[src/sha_pkg.sv]
package sha_pkg;

  localparam int unsigned WordW = 32;
  localparam int unsigned Rounds = 64;

  typedef logic [WordW-1:0] word_t;

  // Controller to datapath commands.
  typedef struct packed {
    logic load_init;    // Chaining value returns to the IV.
    logic start_round;  // Copy chaining value into working variables.
    logic round_en;     // Run one round at round index.
    logic [5:0] round;  // Current round.
    logic fold;         // Add working variables into chaining value.
    logic shift_out;    // Rotate chaining value by one word toward H0.
  } sha_cmd_t;

  localparam word_t Iv [8] = '{
    32'h6a09e667, 32'hbb67ae85, 32'h3c6ef372, 32'ha54ff53a,
    32'h510e527f, 32'h9b05688c, 32'h1f83d9ab, 32'h5be0cd19
  };

  localparam word_t RoundK [64] = '{
    32'h428a2f98, 32'h71374491, 32'hb5c0fbcf, 32'he9b5dba5, 32'h3956c25b, 32'h59f111f1,
    32'h923f82a4, 32'hab1c5ed5, 32'hd807aa98, 32'h12835b01, 32'h243185be, 32'h550c7dc3,
    32'h72be5d74, 32'h80deb1fe, 32'h9bdc06a7, 32'hc19bf174, 32'he49b69c1, 32'hefbe4786,
    32'h0fc19dc6, 32'h240ca1cc, 32'h2de92c6f, 32'h4a7484aa, 32'h5cb0a9dc, 32'h76f988da,
    32'h983e5152, 32'ha831c66d, 32'hb00327c8, 32'hbf597fc7, 32'hc6e00bf3, 32'hd5a79147,
    32'h06ca6351, 32'h14292967, 32'h27b70a85, 32'h2e1b2138, 32'h4d2c6dfc, 32'h53380d13,
    32'h650a7354, 32'h766a0abb, 32'h81c2c92e, 32'h92722c85, 32'ha2bfe8a1, 32'ha81a664b,
    32'hc24b8b70, 32'hc76c51a3, 32'hd192e819, 32'hd6990624, 32'hf40e3585, 32'h106aa070,
    32'h19a4c116, 32'h1e376c08, 32'h2748774c, 32'h34b0bcb5, 32'h391c0cb3, 32'h4ed8aa4a,
    32'h5b9cca4f, 32'h682e6ff3, 32'h748f82ee, 32'h78a5636f, 32'h84c87814, 32'h8cc70208,
    32'h90befffa, 32'ha4506ceb, 32'hbef9a3f7, 32'hc67178f2
  };

  function automatic word_t ror(word_t x, int unsigned n);
    return (x >> n) | (x << (WordW - n));
  endfunction

endpackage

[src/sha_datapath.sv]
module sha_datapath (
  input  logic             clk,
  input  sha_pkg::sha_cmd_t cmd,
  input  sha_pkg::word_t   win,     // Next message word for rounds 0 to 15.
  output sha_pkg::word_t   h0       // Current H0, the digest word on output.
);

  sha_pkg::word_t hv [8];
  sha_pkg::word_t wv [8];
  sha_pkg::word_t sw [16];
  sha_pkg::word_t w, t1, t2, s0, s1, e, a;

  always_comb begin
    s1 = sha_pkg::ror(sw[14], 17) ^ sha_pkg::ror(sw[14], 19) ^ (sw[14] >> 10);
    s0 = sha_pkg::ror(sw[1], 7) ^ sha_pkg::ror(sw[1], 18) ^ (sw[1] >> 3);
    w  = (cmd.round < 6'd16) ? win : s1 + sw[9] + s0 + sw[0];
    a  = wv[0];
    e  = wv[4];
    t1 = wv[7] + (sha_pkg::ror(e, 6) ^ sha_pkg::ror(e, 11) ^ sha_pkg::ror(e, 25))
       + ((e & wv[5]) ^ (~e & wv[6])) + sha_pkg::RoundK[cmd.round] + w;
    t2 = (sha_pkg::ror(a, 2) ^ sha_pkg::ror(a, 13) ^ sha_pkg::ror(a, 22))
       + ((a & wv[1]) ^ (a & wv[2]) ^ (wv[1] & wv[2]));
  end

  // The schedule window is a shift line: sw[15] is always the newest word.
  always_ff @(posedge clk) begin
    if (cmd.load_init) begin
      for (int i = 0; i < 8; i++) hv[i] <= sha_pkg::Iv[i];
    end else if (cmd.fold) begin
      for (int i = 0; i < 8; i++) hv[i] <= hv[i] + wv[i];
    end else if (cmd.shift_out) begin
      for (int i = 0; i < 7; i++) hv[i] <= hv[i+1];
      hv[7] <= hv[0];
    end
    if (cmd.start_round) begin
      for (int i = 0; i < 8; i++) wv[i] <= hv[i];
    end else if (cmd.round_en) begin
      wv[7] <= wv[6]; wv[6] <= wv[5]; wv[5] <= wv[4]; wv[4] <= wv[3] + t1;
      wv[3] <= wv[2]; wv[2] <= wv[1]; wv[1] <= wv[0]; wv[0] <= t1 + t2;
      for (int i = 0; i < 15; i++) sw[i] <= sw[i+1];
      sw[15] <= w;
    end
  end

  assign h0 = hv[0];

endmodule

[src/sha_ctrl.sv]
module sha_ctrl (
  input  logic              clk,
  input  logic              rst,
  input  logic              in_fire,
  input  logic [7:0]        in_byte,
  input  logic              in_has,
  input  logic              in_end,
  output logic              in_ready,
  output logic              out_valid,
  input  logic              out_ready,
  output logic [2:0]        out_index,
  output sha_pkg::sha_cmd_t cmd,
  output sha_pkg::word_t    win
);

  typedef enum logic [5:0] {
    S_IDLE  = 6'b000001,
    S_START = 6'b000010,
    S_ROUND = 6'b000100,
    S_FOLD  = 6'b001000,
    S_PAD   = 6'b010000,
    S_OUT   = 6'b100000
  } state_t;

  state_t      state;
  logic [31:0] buf_mem [16];
  logic [5:0]  fill;
  logic [63:0] bits;
  logic [63:0] total;
  logic [5:0]  round;
  logic [2:0]  idx;
  logic        finishing;  // Message end seen; padding still to do.
  logic        pad_two;    // Building the second padding block (length only).
  logic        last_blk;   // Block in flight is the final one.
  logic [5:0]  pfill;
  logic [3:0]  rd_idx;

  assign in_ready  = (state == S_IDLE);
  assign out_valid = (state == S_OUT);
  assign out_index = idx;

  // The word for the next round is fetched ahead into a register.
  assign rd_idx = (state == S_ROUND) ? round[3:0] + 4'd1 : 4'd0;

  always_ff @(posedge clk) begin
    win <= buf_mem[rd_idx];
  end

  always_comb begin
    cmd = '0;
    cmd.round       = round;
    cmd.load_init   = rst || (state == S_OUT && out_ready && idx == 3'd7);
    cmd.start_round = (state == S_START);
    cmd.round_en    = (state == S_ROUND);
    cmd.fold        = (state == S_FOLD);
    cmd.shift_out   = (state == S_OUT && out_ready);
  end

  always_ff @(posedge clk) begin
    if (rst) begin
      state <= S_IDLE; fill <= '0; bits <= '0; round <= '0; idx <= '0;
      finishing <= 1'b0; pad_two <= 1'b0; last_blk <= 1'b0; total <= '0; pfill <= '0;
    end else begin
      unique case (state)
        S_IDLE: begin
          if (in_fire) begin
            if (in_has) begin
              buf_mem[fill[5:2]][{~fill[1:0], 3'b000} +: 8] <= in_byte;
              fill <= fill + 6'd1;
            end
            finishing <= in_end;
            total <= bits + {55'd0, fill + 6'(in_has), 3'd0};
            pfill <= fill + 6'(in_has);
            if (in_has && fill == 6'd63) begin
              state <= S_START; last_blk <= 1'b0; bits <= bits + 64'd512;
              total <= bits + 64'd512;
              pfill <= '0;
            end else if (in_end) begin
              state <= S_PAD;
            end
          end
        end
        S_PAD: begin
          // Build padding one byte a cycle; the length always lands in bytes 56..63.
          if (!pad_two && pfill == fill)
            buf_mem[pfill[5:2]][{~pfill[1:0], 3'b000} +: 8] <= 8'h80;
          else if (pfill >= 6'd56 && (pad_two || fill < 6'd56))
            buf_mem[pfill[5:2]][{~pfill[1:0], 3'b000} +: 8] <=
              total[{~pfill[2:0], 3'b000} +: 8];
          else
            buf_mem[pfill[5:2]][{~pfill[1:0], 3'b000} +: 8] <= 8'h00;
          pfill <= pfill + 6'd1;
          if (pfill == 6'd63) begin
            state <= S_START;
            last_blk <= pad_two || fill < 6'd56;
            pad_two <= !pad_two && fill >= 6'd56;
          end
        end
        S_START: begin
          round <= '0; state <= S_ROUND;
        end
        S_ROUND: begin
          round <= round + 6'd1;
          if (round == 6'd63) state <= S_FOLD;
        end
        S_FOLD: begin
          fill <= '0;
          if (last_blk && finishing) begin
            state <= S_OUT; idx <= '0;
          end else if (finishing) begin
            state <= S_PAD; pfill <= '0;
            if (!pad_two) begin
              fill <= '0;
            end
          end else begin
            state <= S_IDLE;
          end
        end
        S_OUT: begin
          if (out_ready) begin
            idx <= idx + 3'd1;
            if (idx == 3'd7) begin
              state <= S_IDLE; finishing <= 1'b0; pad_two <= 1'b0;
              bits <= '0; fill <= '0;
            end
          end
        end
        default: state <= S_IDLE;
      endcase
    end
  end

  assert property (@(posedge clk) disable iff (rst) out_valid |-> !in_ready)
    else $error("output and input open together");
  assert property (@(posedge clk) disable iff (rst)
    (state == S_ROUND && round == 6'd63) |=> state == S_FOLD)
    else $error("round count missed fold");
  assert property (@(posedge clk) disable iff (rst)
    (out_valid && out_ready && idx == 3'd7) |=> state == S_IDLE && bits == '0)
    else $error("no reinit after digest");

endmodule

[src/sha256_hasher.sv]
// SHA-256 hasher, one message byte per input beat.
// s_axis_tdata carries msg_byte; s_axis_tuser is {end_of_message, has_byte}.
// A beat with has_byte low and end_of_message low does nothing.
// Every 64th byte starts a compression of 64 rounds, one round per cycle,
// during which s_axis_tready is low; other bytes without end_of_message leave it high.
// An end_of_message beat pads the message in the byte buffer, one byte per
// cycle from the fill point to byte 63, then compresses; when the length does
// not fit, a second padding block and compression follow.
// The digest then leaves on m_axis as eight beats, H0 first; tuser holds the
// word index and tlast marks the eighth word. A stalled receiver holds the
// current word; no input is taken until all eight words are gone.
// After the digest the state returns to the initial hash values.
// The rate is set by the single round unit shared across all 64 rounds.
// Reset (rst, synchronous) loads the initial hash values and clears counts;
// it needs no clearing pass.
module sha256_hasher (
  input  logic        clk,
  input  logic        rst,
  input  logic        s_axis_tvalid,
  output logic        s_axis_tready,
  input  logic [7:0]  s_axis_tdata,   // [7:0] msg_byte
  input  logic [1:0]  s_axis_tuser,   // [0] has_byte, [1] end_of_message
  output logic        m_axis_tvalid,
  input  logic        m_axis_tready,
  output logic [31:0] m_axis_tdata,   // [31:0] digest_word
  output logic [2:0]  m_axis_tuser,   // [2:0] word_index
  output logic        m_axis_tlast    // last_word
);

  sha_pkg::sha_cmd_t cmd;
  sha_pkg::word_t    win;

  sha_ctrl u_ctrl (
    .clk(clk), .rst(rst),
    .in_fire(s_axis_tvalid && s_axis_tready),
    .in_byte(s_axis_tdata), .in_has(s_axis_tuser[0]), .in_end(s_axis_tuser[1]),
    .in_ready(s_axis_tready),
    .out_valid(m_axis_tvalid), .out_ready(m_axis_tready),
    .out_index(m_axis_tuser), .cmd(cmd), .win(win)
  );

  sha_datapath u_dp (.clk(clk), .cmd(cmd), .win(win), .h0(m_axis_tdata));

  assign m_axis_tlast = (m_axis_tuser == 3'd7);

endmodule
[config.mk]
export PLATFORM = sky130hd
export DESIGN_NAME = sha256_hasher
export DESIGN_NICKNAME = d
export VERILOG_FILES = /design/src/sha_pkg.sv /design/src/sha_datapath.sv /design/src/sha_ctrl.sv /design/src/sha256_hasher.sv
export SDC_FILE = /design/constraint.sdc
export NUM_CORES = 2
export LEC_CHECK = 0
export BUFFER_PORTS_ARGS = -buffer_cell sky130_fd_sc_hd__buf_4
export CAP_MARGIN = 20
export CORE_MARGIN = 3
export CORE_UTILIZATION = 55
export DETAILED_ROUTE_END_ITERATION = 10
export PLACE_DENSITY = 0.74
export SLEW_MARGIN = 20
export SYNTH_ARGS = -nofsm -noshare
export SYNTH_HDL_FRONTEND = slang
export SYNTH_SLANG_ARGS = --single-unit
[constraint.sdc]
create_clock -name clk -period 16.92 [get_ports clk]
set_input_delay 0.846 -clock clk [delete_from_list [all_inputs] [get_ports clk]]
set_output_delay 0.846 -clock clk [all_outputs]
set_load 0.05 [all_outputs]
======== Yosys cells after proc, flatten, opt, wreduce, memory -nomap -nowiden ========
Memories as Yosys holds them, arrays and structs flattened. A register that Yosys moved wholly into a read port is not among the register bits.
Cells that the tools add are included.
word-level totals
  flip-flop bits (word level) ............. 158
  RAM bits ................................ 1536
  ROM bits ................................ 2048
  input bits .............................. 14
  output and inout port bits .............. 38
  logic and storage cells ................. 392
  memories ................................ 5
memories
  memory            words  width  rd ports  clocked after memory_dff  wr ports  line                RTL
  (name not given)  64     32     1         0                         0         sha_datapath.sv:20  + ((e & wv[5]) ^ (~e & wv[6])) + sha_pkg::RoundK[cmd.round] + w;
  u_ctrl.buf_mem    16     32     1         1                         1         sha_ctrl.sv:26      logic [31:0] buf_mem [16];
  u_dp.sw           16     32     16        0                         16        sha_datapath.sv:10  sha_pkg::word_t sw [16];
  u_dp.hv           8      32     8         0                         8         sha_datapath.sv:8   sha_pkg::word_t hv [8];
  u_dp.wv           8      32     8         0                         8         sha_datapath.sv:9   sha_pkg::word_t wv [8];
operators by class
  add/sub/neg operators ................... 28
  $lt $le $gt $ge ......................... 5
  equal/unequal tests ..................... 22
  shifts and indexed selects .............. 7
  multiplexer cells ....................... 168
  bitwise operators ....................... 119
  reduce and logical (&&, ||, !) cells .... 28
operator list
  operator                                                                      number
  32-bit two-way mux                                                            33
  32-bit adder                                                                  18
  64-bit two-way mux                                                            5
  32-bit bitwise XOR                                                            9
  32-bit AND                                                                    5
  64-bit one-hot mux with 2 select lines                                        1
  1-bit two-way mux                                                             100
  6-bit two-way mux                                                             16
  1-bit bitwise OR                                                              88
  64-bit by 10-bit adder with 64-bit output (second input constant)             1
  64-bit by 9-bit adder with 64-bit output                                      1
  8-bit by 7-bit variable shift with 32-bit output (first input constant)       2
  64-bit by 7-bit indexed part select with 8-bit output                         1
  8-bit by 7-bit indexed part select with 32-bit output                         2
  8-bit by 7-bit indexed part select with 32-bit output (first input constant)  2
  6-bit one-hot mux with 3 select lines                                         2
  6-bit one-hot mux with 6 select lines                                         1
  32-bit NOT                                                                    1
  10-bit by 32-bit bitwise OR with 32-bit output                                1
  13-bit by 32-bit bitwise OR with 32-bit output                                1
  14-bit by 32-bit bitwise OR with 32-bit output                                1
  15-bit by 32-bit bitwise OR with 32-bit output                                1
  19-bit by 32-bit bitwise OR with 32-bit output                                1
  21-bit by 32-bit bitwise OR with 32-bit output                                1
  46 further kinds                                                              83

======== Longest topological paths before layout ========
  depth after elaboration ................. 12
  depth in mapped cells ................... 45

======== Modules after synthesis ========
From an unflattened synthesis, not the netlist that was laid out.
unflattened totals
  cell total of the unflattened synthesis .. 8629
  area total of the unflattened synthesis .. 95038.6 um^2
by module, submodules not included
  module         times used  cells each  area each (um^2)
  sha_datapath   1           6216        65143.7
  sha_ctrl       1           2411        29882.4
  sha256_hasher  1           2           12.5

======== Least setup slack after synthesis ========
OpenSTA, ideal clock, no wires.
  path kind ............................... reg2reg
  from .................................... register u_ctrl.state[5]
  to ...................................... memory u_dp.sw[0][0] in the netlist's numbering (enable)
  library setup time ...................... 1.076 ns
  data arrival time ....................... 15.244 ns
  required time ........................... 15.844 ns
  slack ................................... 0.599 ns
  stages on the path, launching flop included .. 6
  buffers on the path ..................... 2
  period minus slack after synthesis ...... 16.321 ns
  cells stage by stage .................... dfxtp_1 -> nor4_1 -> nand3b_1 -> inv_2 -> clkbuf_1 -> clkbuf_1
RTL lines
  element                   line                RTL
  start: declaration        sha_ctrl.sv:25      state_t state;
  start signal: assignment  sha_ctrl.sv:61      state <= S_IDLE; fill <= '0; bits <= '0; round <= '0; idx <= '0;
  start signal: assignment  sha_ctrl.sv:75      state <= S_START; last_blk <= 1'b0; bits <= bits + 64'd512;
  start signal: assignment  sha_ctrl.sv:79      state <= S_PAD;
  end: declaration          sha_datapath.sv:10

==> metrics.md <==
| Metric | Value |
|---|---|
| Status | finished, final reports clean |
| Inserted Clock Buffers | 179 |
| Area growth from synthesis to layout | 8.455% |
| WL per Instance | 25.18 um |
| Die width | 420.1 um |
| Worst vdd ir | 0.2423 mV |
| Final non-filler cell area | 102,300 sq um |
| Sequential-to-total area share from yosys stat | 52.69% |
| Largest net degree at the start of global routing | 205 |
| CP required | 17,490 ps |
| Peak fanout along the critical path | 4 |
| Post-Syn Nets | 9,360 |
| Slowest CP cell | mux2i_1 |
| Final non-filler cell total | 10,970 |
| EDFF count, synth | 1,536 |
| Most used flip-flop cell after synthesis | edfxtp_1 |
| Core area | 169,800 sq um |
| Cell Rows | 151 |
| Post-route minimum period | 11,000 ps |
| H-tree depth | 4 |
| Largest stage delay, worst path | 580 ps |
| Mean Syn Cell Area | 10.80 sq um |
| Rel. slew slack | 20.84% |
| Worst setup path class | reg -> reg |
| Ys async rst share | 0% |
| Vias in the first global route | 65,550 |
| Placed Area | 96,590 sq um |
| DRC | 0 |
| Worst Setup Start Kind | register |
| Die Y | 420.1 um |
| Share of cells above drive strength 1 | 6.070% |
| WL met1 | 113.2 mm |
| Met3 Routed Length | 27.53 mm |
| Hold Slack | 327.3 ps |
| Post-synthesis register bit count | 1,714 |
| Final setup fails | 0 |
| First-pass DRT Iterations | 6 |
| Unrepaired setup endpoints after global routing | false |
| Routed WL | 276.2 mm |
| Commonest non-fill, non-tap cell in the layout | edfxtp_1 |
| Starting DRT DRC Count | 8,307 |
| Max Fclk | 90.94 MHz |
| Clock transition at the registers of the reported paths | 60 ps |
| Leak pwr | 37.31 nW |
| Mapped Cells | 8,731 |
| Setup crit end kind | register |
| Gpl congestion | 1.003 |
| Clock Skew | 59.07 ps |
| Initial Util | 55.52% |
| Hold-fix buffers, CTS | 0 |
| Via/cell ratio | 6.295 |
| Total of max-cap violations | 0 |
| Via count | 69,050 |
| Final setup TNS | 0 ps |
| DP Wirelength | 195.5 mm |
| Worst-margin pin slew | 1187 ps |
| Overall routing resource usage | 31.01% |
| Clock buffer depth | 3 |
| Grt ovf | 0 |
| PnR worst setup slack | 5923 ps |
| Wire length on met2 | 122.0 mm |
| Pre-CTS setup slack | 6149 ps |
| Max layer used | met5 |
| Top-Level Pins | 52 |
| Delay-heaviest family, CP | compound AO/OA/AOI/OAI gates |
| Die area | 176,500 sq um |
| CP arrival | 11,570 ps |
| Wire length of the first global-routing pass | 412.9 mm |
| Post-CTS sizing | 0 |
| Initial antenna violation count | 4 |
| DRT antenna net count | 0 |
| Ys Warns | 0 |
| Unique cell type count in the Yosys netlist | 97 |
| Most frequent cells in the layout | edfxtp_1, nand2_1, a21oi_1 |
| Final period util | 64.99% |
| HP Class | in -> reg |
| Sink Count | 1,714 |
| Port buffer count | 51 |
| Cell area power density | 193.5 nW/um^2 |
| Final nets | 9,221 |
| Clk Latency, worst-skew pair | 850 ps |
| Placed Instances | 10,630 |
| Post-Syn Area | 94,300 sq um |
| Crit path buf inv count | 3 |
| Final hold vios | 0 |
| Fin. max-slew vios | 0 |
| Root Buffer Master | clkbuf_16 |
| Fillers | 13,580 |
| CTS tree | built |
| Post-CTS setup buffer count | 0 |
## sequential cells by signal, indices dropped and copies added (netlist names)
signal,flops
u_ctrl.total,61
u_dp.hv,256
u_dp.wv,256
u_ctrl.finishing,1
u_ctrl.fill,6
u_ctrl.buf_mem,512
u_dp.sw,512
u_ctrl.last_blk,1
u_ctrl.state,6
u_ctrl.round,6
u_ctrl.win,32
u_ctrl.out_index,3
u_ctrl.bits,55
u_ctrl.pad_two,1
u_ctrl.pfill,6
## cells by family after synthesis
kind of cell	count (synthesis)	synth area share [%]
xor+xnor	630	5.882
flops	1714	52.69
other cells	1	0.003977
fa+ha+maj	633	9.919
mux	78	1.093
simple gates	2681	12.45
buf+inv	872	3.601
compound gates	2122	14.37
## cell usage after synthesis, drive strengths merged, types with 18 or more instances
library cell	instances	area, sq um
o31ai	43	336.6
a311oi	110	963.4
mux4	19	427.9
o21a	51	382.9
nand4	54	337.8
dfxtp	178	3563
or3	67	419.2
a31oi	124	775.7
a211oi	239	1799
nand2b	69	431.7
o22a	18	157.7
xor2	235	2058
inv	390	1464
buf	76	407.9
o21ai	494	2472
nand3	112	560.5
or2	32	200.2
and2	148	925.9
a21o	189	1419
and3	43	269.0
nand2	1450	5443
maj3	18	180.2
xnor2	393	3442
nor2	499	1876
nor2b	37	239.0
fa	197	3944
a21oi	572	2863
clkbuf	405	1520
mux2i	49	490.5
o21bai	43	322.8
nor3	103	515.5
ha	418	5230
o211ai	46	345.3
edfxtp	1536	46120
## path summary, 6_finish.rpt
kind,endpoint,slack [ps],cells after the start,start
worst max-delay path,u_dp.wv[0][28]$_DFFE_PP_,5920,41,u_dp.sw[0][41]$_DFFE_PP_
worst min register to register,u_dp.sw[1][76]$_DFFE_PP_,410,0,u_dp.sw[1][108]$_DFFE_PP_
worst min-delay path,u_ctrl.finishing$_SDFFE_PP0P_,330,3,s_axis_tuser[1]
worst max register to register,u_dp.wv[0][28]$_DFFE_PP_,5920,41,u_dp.sw[0][41]$_DFFE_PP_
## layout make-up
cell class	count	area [sq um]	share of cell area, %
sequential	1714	49700	48.60
inverter	391	1485	1.452
tap	2218	2775	2.713
clock buffer	229	4770	4.663
antenna	3	7.507	0.007340
clock inverter	108	897.1	0.8771
multi-input combinational	6145	41390	40.46
timing repair buffer	161	1254	1.226
## worst min-delay path, delay by kind of cell
family	cells	cell delay [ps]
AND/OR/NAND/NOR	1	80
AO/OA/AOI/OAI	1	90
buffers and inverters	1	110
## stage by stage
step | total power [W] | util, %
after floorplan | 0.01307 | -
after global placement | 0.01560 | 56.85
after detailed placement | 0.01567 | 56.87
after CTS | 0.01957 | 60.20
after global routing | 0.02103 | 60.21
final | 0.01979 | 60.22
## power by group
group | switching, W | total, W | internal (W) | leakage [nW]
clock network | 0.00170 | 0.00384 | 0.00214 | 2.76
logic | 0.00643 | 0.0107 | 0.00426 | 19.3
registers | 0.000243 | 0.00525 | 0.00501 | 15.3
total | 0.00838 | 0.0198 | 0.0114 | 37.3
## layer usage
metal | vias to the layer above | track usage, %
met3 | 571 | 5.853
met2 | 3582 | 46.43
li1 | 31230 | -
met5 | - | 0
met1 | 33670 | 44.09
met4 | 2 | 13.91
(Power assumes the default switching activity.)
